**src/rtl/assert_macros.svh**
```systemverilog
// ----------------------------------------------------------------------------
// Assertion macros
// Concurrent assertion wrappers clocked on clk with asynchronous reset rst_n.
// ----------------------------------------------------------------------------
`ifndef ASSERT_MACROS_SVH
`define ASSERT_MACROS_SVH

`ifndef ASSERT_OFF
// Check prop on every rising clock edge outside reset.
`define ASSERT_CLK(lbl, prop, msg) \
    lbl: assert property (@(posedge clk) disable iff (!rst_n) (prop)) else $error(msg);
// Check that cond at one edge implies cons at the same edge.
`define ASSERT_IMPL(lbl, cond, cons, msg) \
    lbl: assert property (@(posedge clk) disable iff (!rst_n) (cond) |-> (cons)) \
        else $error(msg);
`else
`define ASSERT_CLK(lbl, prop, msg)
`define ASSERT_IMPL(lbl, cond, cons, msg)
`endif

`endif

```
**src/rtl/ptst_pkg.sv**
```systemverilog
// ----------------------------------------------------------------------------
// Periodic timer slot table package
// Sizes, request codes and word types shared by the timer slot table.
// ----------------------------------------------------------------------------
`timescale 1ns / 1ps
`default_nettype none

package ptst_pkg;

    localparam int BACK_SLOTS  = 3;
    localparam int FRONT_SLOTS = 3;
    localparam int MAX_SLOTS   = (BACK_SLOTS > FRONT_SLOTS) ? BACK_SLOTS : FRONT_SLOTS;

    // Slots that exist in each table.
    localparam logic [MAX_SLOTS-1:0] BACK_EN  = MAX_SLOTS'((1 << BACK_SLOTS) - 1);
    localparam logic [MAX_SLOTS-1:0] FRONT_EN = MAX_SLOTS'((1 << FRONT_SLOTS) - 1);

    localparam int KEEP_W   = 3;
    localparam int EXT_W    = MAX_SLOTS + KEEP_W;
    localparam int TICK_W   = 10;
    localparam int REM_W    = 11;
    localparam int HANDLE_W = 8;
    localparam int TIME_W   = 32;

    localparam logic [TICK_W-1:0] TICK_RESET = TICK_W'(1000);
    localparam logic [REM_W-1:0]  US_PER_MS  = REM_W'(1000);

    localparam logic [1:0] REQ_START = 2'd0;
    localparam logic [1:0] REQ_STOP  = 2'd1;
    localparam logic [1:0] REQ_POLL  = 2'd2;

    localparam logic CTX_BACK  = 1'b0;
    localparam logic CTX_FRONT = 1'b1;

    typedef struct packed {
        logic [1:0]          req_type;
        logic                context_req;
        logic [HANDLE_W-1:0] handle;
        logic [TIME_W-1:0]   period;
        logic [TIME_W-1:0]   start_time;
        logic [KEEP_W-1:0]   keep_mask;
    } req_t;

    typedef struct packed {
        logic              ok;
        logic [1:0]        slot;
        logic [KEEP_W-1:0] fired_mask;
        logic [TIME_W-1:0] now_us;
        logic [TIME_W-1:0] now_ms;
    } res_t;

endpackage

`default_nettype wire

```
**src/rtl/periodic_timer_slot_table.sv**
```systemverilog
// ----------------------------------------------------------------------------
// Periodic timer slot table
// Two small tables of periodic timers (back and front context) with start,
// stop and poll requests and a microsecond / millisecond time base.
// ----------------------------------------------------------------------------
// A request is taken on every cycle that start is high; busy stays low, so a
// new request may follow in every cycle. The request word is registered, all
// slots of the chosen table are searched and compared in parallel in the next
// cycle; the result word is registered, and a one-cycle done strobe follows
// through done_reg. The receiver cannot stall: a result must be captured in
// the cycle that done is high. tick_us is written through the cfg channel,
// which is always ready, and should only change while no request is in flight.
`timescale 1ns / 1ps
`default_nettype none

`include "assert_macros.svh"

module periodic_timer_slot_table (
    input  wire logic                         clk,
    input  wire logic                         rst_n,
    input  wire logic                         start,
    output logic                              busy,
    input  wire ptst_pkg::req_t               req,
    input  wire logic                         cfg_valid,
    output logic                              cfg_ready,
    input  wire logic [ptst_pkg::TICK_W-1:0]  cfg_data,
    output logic                              done,
    output ptst_pkg::res_t                    result
);

    localparam int NS = ptst_pkg::MAX_SLOTS;

    // control state
    logic                           item_valid_reg;
    logic                           done_reg;
    logic [NS-1:0]                  valid_reg [2];
    logic [NS-1:0]                  valid_next [2];
    logic [ptst_pkg::TIME_W-1:0]    time_us_reg, time_us_next;
    logic [ptst_pkg::TIME_W-1:0]    time_ms_reg, time_ms_next;
    logic [ptst_pkg::REM_W-1:0]     rem_reg, rem_next;
    logic [ptst_pkg::TICK_W-1:0]    tick_reg;

    // payload
    ptst_pkg::req_t                 item_reg;
    ptst_pkg::res_t                 result_reg, result_next;
    logic [ptst_pkg::HANDLE_W-1:0]  handle_reg [2][NS];
    logic [ptst_pkg::TIME_W-1:0]    period_reg [2][NS];
    logic [ptst_pkg::TIME_W-1:0]    last_reg   [2][NS];

    logic [NS-1:0]                  take_vec;
    logic [NS-1:0]                  fire_vec;
    logic [NS-1:0]                  slot_en;
    logic [ptst_pkg::EXT_W-1:0]     keep_ext;
    logic [ptst_pkg::EXT_W-1:0]     fire_ext;
    logic [ptst_pkg::REM_W-1:0]     rem_sum, rem_once;
    logic [ptst_pkg::TIME_W-1:0]    time_cur;
    logic                           found;
    logic                           ctx;
    logic                           spare_valid;

    assign busy      = 1'b0;
    assign cfg_ready = 1'b1;
    assign done      = done_reg;
    assign result    = result_reg;

    assign ctx      = item_reg.context_req;
    assign slot_en  = (ctx == ptst_pkg::CTX_FRONT) ? ptst_pkg::FRONT_EN : ptst_pkg::BACK_EN;
    assign keep_ext = ptst_pkg::EXT_W'(item_reg.keep_mask);
    assign fire_ext = ptst_pkg::EXT_W'(fire_vec);

    // millisecond carry: remainder stays at most 1000, so two steps suffice
    always_comb
    begin
        rem_sum  = rem_reg + ptst_pkg::REM_W'(tick_reg);
        rem_once = rem_sum;
        rem_next = rem_sum;
        time_ms_next = time_ms_reg;
        if (rem_sum > ptst_pkg::US_PER_MS)
        begin
            rem_once     = rem_sum - ptst_pkg::US_PER_MS;
            rem_next     = rem_once;
            time_ms_next = time_ms_reg + 32'd1;
            if (rem_once > ptst_pkg::US_PER_MS)
            begin
                rem_next     = rem_once - ptst_pkg::US_PER_MS;
                time_ms_next = time_ms_reg + 32'd2;
            end
        end
    end

    always_comb
    begin
        valid_next[0] = valid_reg[0];
        valid_next[1] = valid_reg[1];
        take_vec      = '0;
        fire_vec      = '0;
        found         = 1'b0;
        time_us_next  = time_us_reg;
        time_cur      = time_us_reg;
        result_next   = '0;

        unique case (item_reg.req_type)
            ptst_pkg::REQ_START:
            begin
                // take the lowest free slot
                for (int i = 0; i < NS; i++)
                begin
                    if (!found && slot_en[i] && !valid_reg[ctx][i])
                    begin
                        found            = 1'b1;
                        take_vec[i]      = 1'b1;
                        valid_next[ctx][i] = 1'b1;
                        result_next.slot = 2'(i);
                    end
                end
                result_next.ok = found;
            end
            ptst_pkg::REQ_STOP:
            begin
                // free the lowest valid slot with a matching handle
                for (int i = 0; i < NS; i++)
                begin
                    if (!found && valid_reg[ctx][i] && handle_reg[ctx][i] == item_reg.handle)
                    begin
                        found            = 1'b1;
                        valid_next[ctx][i] = 1'b0;
                        result_next.slot = 2'(i);
                    end
                end
                result_next.ok = found;
            end
            ptst_pkg::REQ_POLL:
            begin
                if (ctx == ptst_pkg::CTX_BACK)
                begin
                    time_cur     = time_us_reg + ptst_pkg::TIME_W'(tick_reg);
                    time_us_next = time_cur;
                end
                for (int i = 0; i < NS; i++)
                begin
                    if (valid_reg[ctx][i] && (time_cur - last_reg[ctx][i]) > period_reg[ctx][i])
                    begin
                        fire_vec[i] = 1'b1;
                        if (!keep_ext[i])
                        begin
                            valid_next[ctx][i] = 1'b0;
                        end
                    end
                end
                result_next.ok         = 1'b1;
                result_next.fired_mask = fire_ext[ptst_pkg::KEEP_W-1:0];
            end
            default:
            begin
                result_next.ok = 1'b0;
            end
        endcase

        result_next.now_us = time_us_next;
        result_next.now_ms = (item_reg.req_type == ptst_pkg::REQ_POLL &&
                              ctx == ptst_pkg::CTX_BACK) ? time_ms_next : time_ms_reg;
    end

    always_ff @(posedge clk or negedge rst_n)
    begin
        if (!rst_n)
        begin
            item_valid_reg <= 1'b0;
            done_reg       <= 1'b0;
            valid_reg[0]   <= '0;
            valid_reg[1]   <= '0;
            time_us_reg    <= '0;
            time_ms_reg    <= '0;
            rem_reg        <= '0;
            tick_reg       <= ptst_pkg::TICK_RESET;
        end
        else
        begin
            item_valid_reg <= start;
            done_reg       <= item_valid_reg;
            if (cfg_valid)
            begin
                tick_reg <= cfg_data;
            end
            if (item_valid_reg)
            begin
                valid_reg[0] <= valid_next[0];
                valid_reg[1] <= valid_next[1];
                time_us_reg  <= time_us_next;
                if (item_reg.req_type == ptst_pkg::REQ_POLL && ctx == ptst_pkg::CTX_BACK)
                begin
                    time_ms_reg <= time_ms_next;
                    rem_reg     <= rem_next;
                end
            end
        end
    end

    // payload words and slot fields carry no reset
    always_ff @(posedge clk)
    begin
        if (start)
        begin
            item_reg <= req;
        end
        if (item_valid_reg)
        begin
            result_reg <= result_next;
            for (int i = 0; i < NS; i++)
            begin
                if (take_vec[i])
                begin
                    handle_reg[ctx][i] <= item_reg.handle;
                    period_reg[ctx][i] <= item_reg.period;
                    last_reg[ctx][i]   <= item_reg.start_time;
                end
                else if (fire_vec[i])
                begin
                    last_reg[ctx][i] <= time_cur;
                end
            end
        end
    end

    assign spare_valid = |(valid_reg[0] & ~ptst_pkg::BACK_EN) |
                         |(valid_reg[1] & ~ptst_pkg::FRONT_EN);

    `ASSERT_IMPL(a_done_follows, start, ##2 done, "result strobe missing two cycles after request")
    `ASSERT_CLK(a_no_spare_slot, !spare_valid, "slot beyond table size marked valid")
    `ASSERT_CLK(a_rem_range, rem_reg <= ptst_pkg::US_PER_MS, "millisecond remainder above 1000")
    `ASSERT_IMPL(a_fail_no_fire, done && !result.ok, result.fired_mask == '0,
                 "failed request reports fired slots")

endmodule

`default_nettype wire
```
**config.mk**
```make
export PLATFORM = sky130hd
export DESIGN_NAME = periodic_timer_slot_table
export DESIGN_NICKNAME = d
export VERILOG_FILES = /design/src/rtl/ptst_pkg.sv /design/src/rtl/periodic_timer_slot_table.sv
export VERILOG_INCLUDE_DIRS = /design/src /design/src/rtl
export SDC_FILE = /design/constraint.sdc
export NUM_CORES = 1
export LEC_CHECK = 0
export ABC_AREA = 1
export BUFFER_PORTS_ARGS = -buffer_cell sky130_fd_sc_hd__clkbuf_2
export CAP_MARGIN = 20
export CORE_UTILIZATION = 35
export DETAILED_ROUTE_END_ITERATION = 16
export PLACE_DENSITY_LB_ADDON = 0.15
export SLEW_MARGIN = 20
export SYNTH_ARGS = -nofsm -noshare
export SYNTH_HDL_FRONTEND = slang
export SYNTH_SLANG_ARGS = --single-unit
```
**constraint.sdc**
```tcl
create_clock -name clk -period 18.1 [get_ports clk]
set_clock_uncertainty 0.05 [all_clocks]
set_input_delay 2.715 -clock clk [delete_from_list [all_inputs] [get_ports clk]]
set_output_delay 2.715 -clock clk [all_outputs]
set_load 0.005 [all_outputs]
```
* Word-level counts from Yosys, hierarchy flattened *
Memories as Yosys holds them, arrays and structs flattened. A register that Yosys moved wholly into a read port is not among the register bits.
Index checks and enable logic that the tools add are counted.

storage, ports and cells
  register bits after elaboration = 241
  latch bits = 0
  bits in writable memories = 432
  bits in read-only memories = 0
  bits of input ports = 92
  output and inout bits = 73
  logic and storage cells = 168
  memories = 3

memory list
  memory      words  bits a word  rd ports  clocked after Yosys merged registers in  wr ports  line                             RTL
  last_reg    2      96           1         1                                        1         periodic_timer_slot_table.sv:48  logic [ptst_pkg::TIME_W-1:0] last_reg [2][NS];
  period_reg  2      96           1         1                                        1         periodic_timer_slot_table.sv:47  logic [ptst_pkg::TIME_W-1:0] period_reg [2][NS];
  handle_reg  2      24           1         1                                        1         periodic_timer_slot_table.sv:46  logic [ptst_pkg::HANDLE_W-1:0] handle_reg [2][NS];

operators by class
  add/sub/neg operators = 9
  multipliers = 0
  divide/modulo/power cells = 0
  $lt $le $gt $ge = 7
  equality and inequality tests = 5
  shift operators = 0
  multiplexer cells = 87
  bitwise operators = 16
  reduce and logical (&&, ||, !) cells = 22

operators by type and width
  operator                                                          number
  two-way mux 32 bit                                                10
  two-way mux 6 bit                                                 18
  greater-than comparator 32 bit                                    3
  subtractor 32 bit                                                 3
  two-way mux 1 bit                                                 42
  adder 32 x 1 -> 32 bit (second input constant)                    1
  adder 32 x 10 -> 32 bit                                           1
  adder 32 x 2 -> 32 bit (second input constant)                    1
  bitwise AND 6 bit                                                 5
  == test 8 bit                                                     3
  greater-than comparator 11 x 10 -> 1 bit (second input constant)  2
  two-way mux 11 bit                                                2
  subtractor 11 x 10 -> 11 bit (second input constant)              2
  two-way mux 3 bit                                                 6
  NOT 6 bit                                                         3
  bitwise OR 6 bit                                                  3
  case mux 6 bit (3 select lines)                                   1
  logical AND 1 bit                                                 12
  adder 11 x 10 -> 11 bit                                           1
  demux 3 bit (select 1 bit)                                        3
  zero test 1 bit                                                   6
  two-way mux 2 bit                                                 3
  case mux 2 bit (2 select lines)                                   1
  AND reduction 2 bit                                               2
  other kinds (10)                                                  12

* Logic depth before layout (Yosys ltp) *
  word-level depth = 18
  gate-level depth with buffers = 39
  mapped depth without buffers = 38

* Least setup slack after synthesis *
Ideal clock, no wire load.

  kind = reg-to-reg
  start point = register item_reg, in the netlist ctx
  end point = memory last_reg[0][32] (netlist bit) (enable)
  library setup time = 432 ps
  arrival = 6601 ps
  data required time = 17618 ps
  slack = 11017 ps
  stages on the path, launching flop included = 32
  buffers on the path = 5
  period minus slack after synthesis = 7083 ps
  path through = edfxtp_1 > buf_2 > inv_1 > clkbuf_1 > clkbuf_1 > clkbuf_1 > o21ai_0 > ha_1 > fa_1 > o21ai_0 > nand2_1 > o311ai_0 > nand2_1 > nand3b_1 > nand2_1 > o21ai_0 > nand2_1 > nand2_1 > nand2_1 > nand3_1 > nand2_1 > ha_1 > nand2_1 > inv_1 > nand4_1 > nor4_1 > nand2_1 > nand3b_1 > and2_1 > nand3_1 > clkbuf_1 > a21oi_1

between the ends
  cells in the longest elaborated chain, start to end = 14
  elaborated cells between the ends (all ways) = 26
  classes of those cells = add/sub: 1; order compare: 1; mux: 18; bitwise: 2; reduce/logical: 4

RTL lines
  item                                                        line                              RTL
  from (decl)                                                 periodic_timer_slot_table.sv:44   ptst_pkg::req_t item_reg;
  from (signal assigned)                                      periodic_timer_slot_table.sv:204  item_reg <= req;
  branches (longest 14 deep; another with subtractor 32 bit)  -
  to (decl)                                                   periodic_timer_slot_table.sv:48

Parallel ways; which one is timed is not known. The select of a mux whose other input is x is not followed.

* Worst setup path after layout *
  start point = register time_us_reg[0] (netlist bit)
  end point = memory last_reg[0][94] (netlist bit) (enable)

between the ends
  cells in the longest elaborated chain, start to end = 13

RTL lines
  item                                       line                              RTL
  from (decl)                                periodic_timer_slot_table.sv:38   logic [ptst_pkg::TIME_W-1:0] time_us_reg, time_us_next;
  from (signal assigned)                     periodic_timer_slot_table.sv:189  time_us_reg <= time_us_next;
  adder 32 x 10 -> 32 bit                    periodic_timer_slot_table.sv:136  time_cur = time_us_reg + ptst_pkg::TIME_W'(tick_reg);
  two-way mux 32 bit *                       periodic_timer_slot_table.sv:134  if (ctx == ptst_pkg::CTX_BACK)
  two-way mux 32 bit *                       periodic_timer_slot_table.sv:102  unique case (item_reg.req_type)
  subtractor 32 bit *                        periodic_timer_slot_table.sv:141  if (valid_reg[ctx][i] && (time_cur - last_reg[ctx][i]) > period_reg[ctx][i])
  greater-than comparator 32 bit *           periodic_timer_slot_table.sv:141
  logical AND 1 bit *                        periodic_timer_slot_table.sv:141
  two-way mux 1 bit *                        periodic_timer_slot_table.sv:141
  two-way mux 3 bit *                        periodic_timer_slot_table.sv:102
  two-way mux 1 bit *                        periodic_timer_slot_table.sv:217  else if (fire_vec[i])
  two-way mux 1 bit *                        periodic_timer_slot_table.sv:211  if (take_vec[i])
  two-way mux 1 bit *                        periodic_timer_slot_table.sv:206  if (item_valid_reg)
  two-way mux 1 bit (not written as such) *  periodic_timer_slot_table.sv:219  last_reg[ctx][i] <= time_cur;
  bitwise OR 1 bit (no source line) *        -

Mark *: on every way between the ends. The rest lies on a longest branch, timed or not. The select of a mux whose other input is x is not followed.

==> metrics.cfg <==
[placement]
io_buffers=162
hpwlAfterDp_mm=89.0
globalplace.congestion=0.962
dpl_cell_area_um2=39700

[synthesis]
synth-warning-count=0
synthFlopType=edfxtp_1
yosysMostFrequentCell=nand2_1
yosys-top-cells-area=edfxtp_1, nand2_1, ha_1
syn-instance-count=3806
ys_seq_area_frac=0.532
ys_ff_latch=674
avgSynthCellArea_um2=9.76
async_reset_ff_frac=0.138
syn_area_um2=37100
yosysTopAreaCell=edfxtp_1
synth_commonest_cells=nand2_1, edfxtp_1, inv_1
synth_cell_types=70
synth_enable_flop_cells=580
yosysTopAreaCellShare=0.469
syn_nets=4116

[power]
p_leak_nw=18.0
power_density_nw_per_um2=129
ir_worst_vdd_uv=88.3

[critical_path]
r2r_slack_ns=9.92
cpPeakStageDelay_ns=0.80
worstSetupEndpointType=flip-flop
critical-path-slowest-cell=o21ai_0
r2r-start=time_us_reg[0]
r2r.worst_path.cells=29
start_kind=flip-flop
crit_start=time_us_reg[0]
critPathKind=flip-flop to flip-flop
crit_top_cell=nand2_1
cp.arrival_ns=8.46
cp.required_ns=18.38
crit_fanout=32

[finish]
n_antenna_cell=0
final_cell_area_um2=42300
nets=4307
area_delta_synth_final_pct=13.8
drive_gt1_frac=0.105

[cts]
numCtsBuffers=80
ctsHoldBuffers=0
cts_setup_buffers=0
path_clk_slew_ns=0.06
cts.sinks=674
cts_tree=done
cts.repair.resized=0
insertion_delay_ns=0.67
cts.path.max_buffers=3
htree_levels=3
root_buffer=clkbuf_16

[min_path]
hold_class=flip-flop to flip-flop
holdPathStages=2

[grt]
grt_max_degree=104
grtUsageMet2=0.365
antenna_found_initial=2
met3_usage=0.0276
top_usage_layer=met2
grt-ovfl-total=0
grtUsageMet1=0.290
track_usage=0.217
grt_pass1_wl_mm=173
grt_pass1_vias=26352

[sta]
fin_crit_sh=0.452
rsz0062_at_grt=false
slew-limit-headroom=0.314
drv_slew=0
period_minus_slack_ns=8.18
hold_violations=0
tightest_slew_ns=1.02
setup_violations=0
max_freq_mhz=122
setup_tns_ns=0

[route]
wire_per_inst_um=21.5
drc=0
num_vias=27554
viasPerCell=5.06
drtPass1Iterations=6
drtAntennaViolNets=0
routed_wl_mm=117
drtIter0Drc=2269

[run_status]
status=completed

[floorplan]
coreArea_um2=105000
start_util=0.353
io_pins=165
dieArea_um2=107000
chipHeight_um=328
dieWidth_um=328
row_count=119

[job]
cap_violations=0

-- worst max-delay path, delay by kind of cell, from the launching register on --
family	cells	cell delay (ns)
DFF	1	0.41
adders and majority gates	4	1.49
and+or+nand+nor	12	1.37
buffers and inverters	5	1.46
AOI/OAI and AO/OA	7	2.80
xor gates and xnor gates	1	0.21
-- power breakdown --
| part | internal [W] | switching (W) | leakage (nW) | total (W) |
|---|---|---|---|---|
| sequential | 0.00183 | 0.0000889 | 6.58 | 0.00192 |
| clock | 0.000914 | 0.000676 | 1.24 | 0.00159 |
| combinational | 0.000626 | 0.00131 | 10.2 | 0.00194 |
| total | 0.00337 | 0.00208 | 18.0 | 0.00544 |
-- final cells by class --
type                            count  area, µm²
Clock buffer                       92       2080
Clock inverter                     52        473
Fill cell                       10312      63000
Inverter                          442       1660
Multi-Input combinational cell   2596      15400
Sequential cell                   674      19800
Tap cell                         1391       1740
Timing Repair Buffer              203       1140
-- routing by layer --
metal  vias to the layer above  routed length [µm]
met5                         -                   0
met4                         0                3580
met3                       172                5140
met2                       743               55700
met1                     13138               52600
li1                      13501                   -
-- kinds of logic after synthesis --
kind of cell	Yosys count	share of synthesized area
adders and majority gates	218	0.0745
DFF	674	0.532
muxes	199	0.0542
other	2	0.000202
xor gates and xnor gates	101	0.0243
and+or+nand+nor	1582	0.186
AOI/OAI and AO/OA	494	0.0721
buffers and inverters	536	0.0564
-- layout by cell type, fill, tap and decap left out, types with 6 or more instances in the layout --
| cell | n |
|---|---|
| nor3_1 | 42 |
| o21ai_1 | 30 |
| xnor2_1 | 25 |
| ha_1 | 213 |
| a21boi_0 | 8 |
| a31oi_1 | 12 |
| mux2_2 | 16 |
| clkbuf_2 | 160 |
| inv_2 | 6 |
| nor2_1 | 180 |
| nor2_4 | 10 |
| nand2_1 | 932 |
| mux2i_1 | 183 |
| o21ai_0 | 235 |
| dfstp_2 | 6 |
| clkinv_1 | 16 |
| o21bai_1 | 10 |
| a21oi_4 | 6 |
| dfrtp_1 | 86 |
| a211oi_1 | 8 |
| nand2_2 | 30 |
| nand3_1 | 202 |
| o21a_1 | 6 |
| clkbuf_1 | 10 |
| buf_4 | 42 |
| xor2_1 | 75 |
| a21oi_1 | 146 |
| nand3b_1 | 10 |
| clkinv_2 | 14 |
| and2_1 | 16 |
| edfxtp_1 | 580 |
| nor4_1 | 23 |
| clkbuf_16 | 81 |
| inv_1 | 436 |
| bufinv_16 | 6 |
| or2_2 | 8 |
| nand4_1 | 104 |
-- through the flow --
stage	total power, W	std cells	utilization	setup WS [ns]	hold WS [ns]
CTS	0.00549	5450	0.401	9.87	0.430
finish	0.00544	5450	0.401	9.92	0.427
global route	0.00580	5450	0.401	9.50	0.456
global placement	0.00387	5306	0.377	9.46	0.402
detailed placement	0.00387	5306	0.377	9.89	0.408
floorplan	0.00332	3806	-	11.02	0.384
-- path summary, 6_finish.rpt --
| kind | to |
|---|---|
| max | last_reg[0][94] |
| min | flip-flop |
| max reg2reg | last_reg[0][94] |
| min reg2reg | flip-flop |
| max in group asynchronous | time_us_reg[20] |
| min in group asynchronous | time_ms_reg[7] |
No activity file was read; power rests on OpenSTA's default activity.
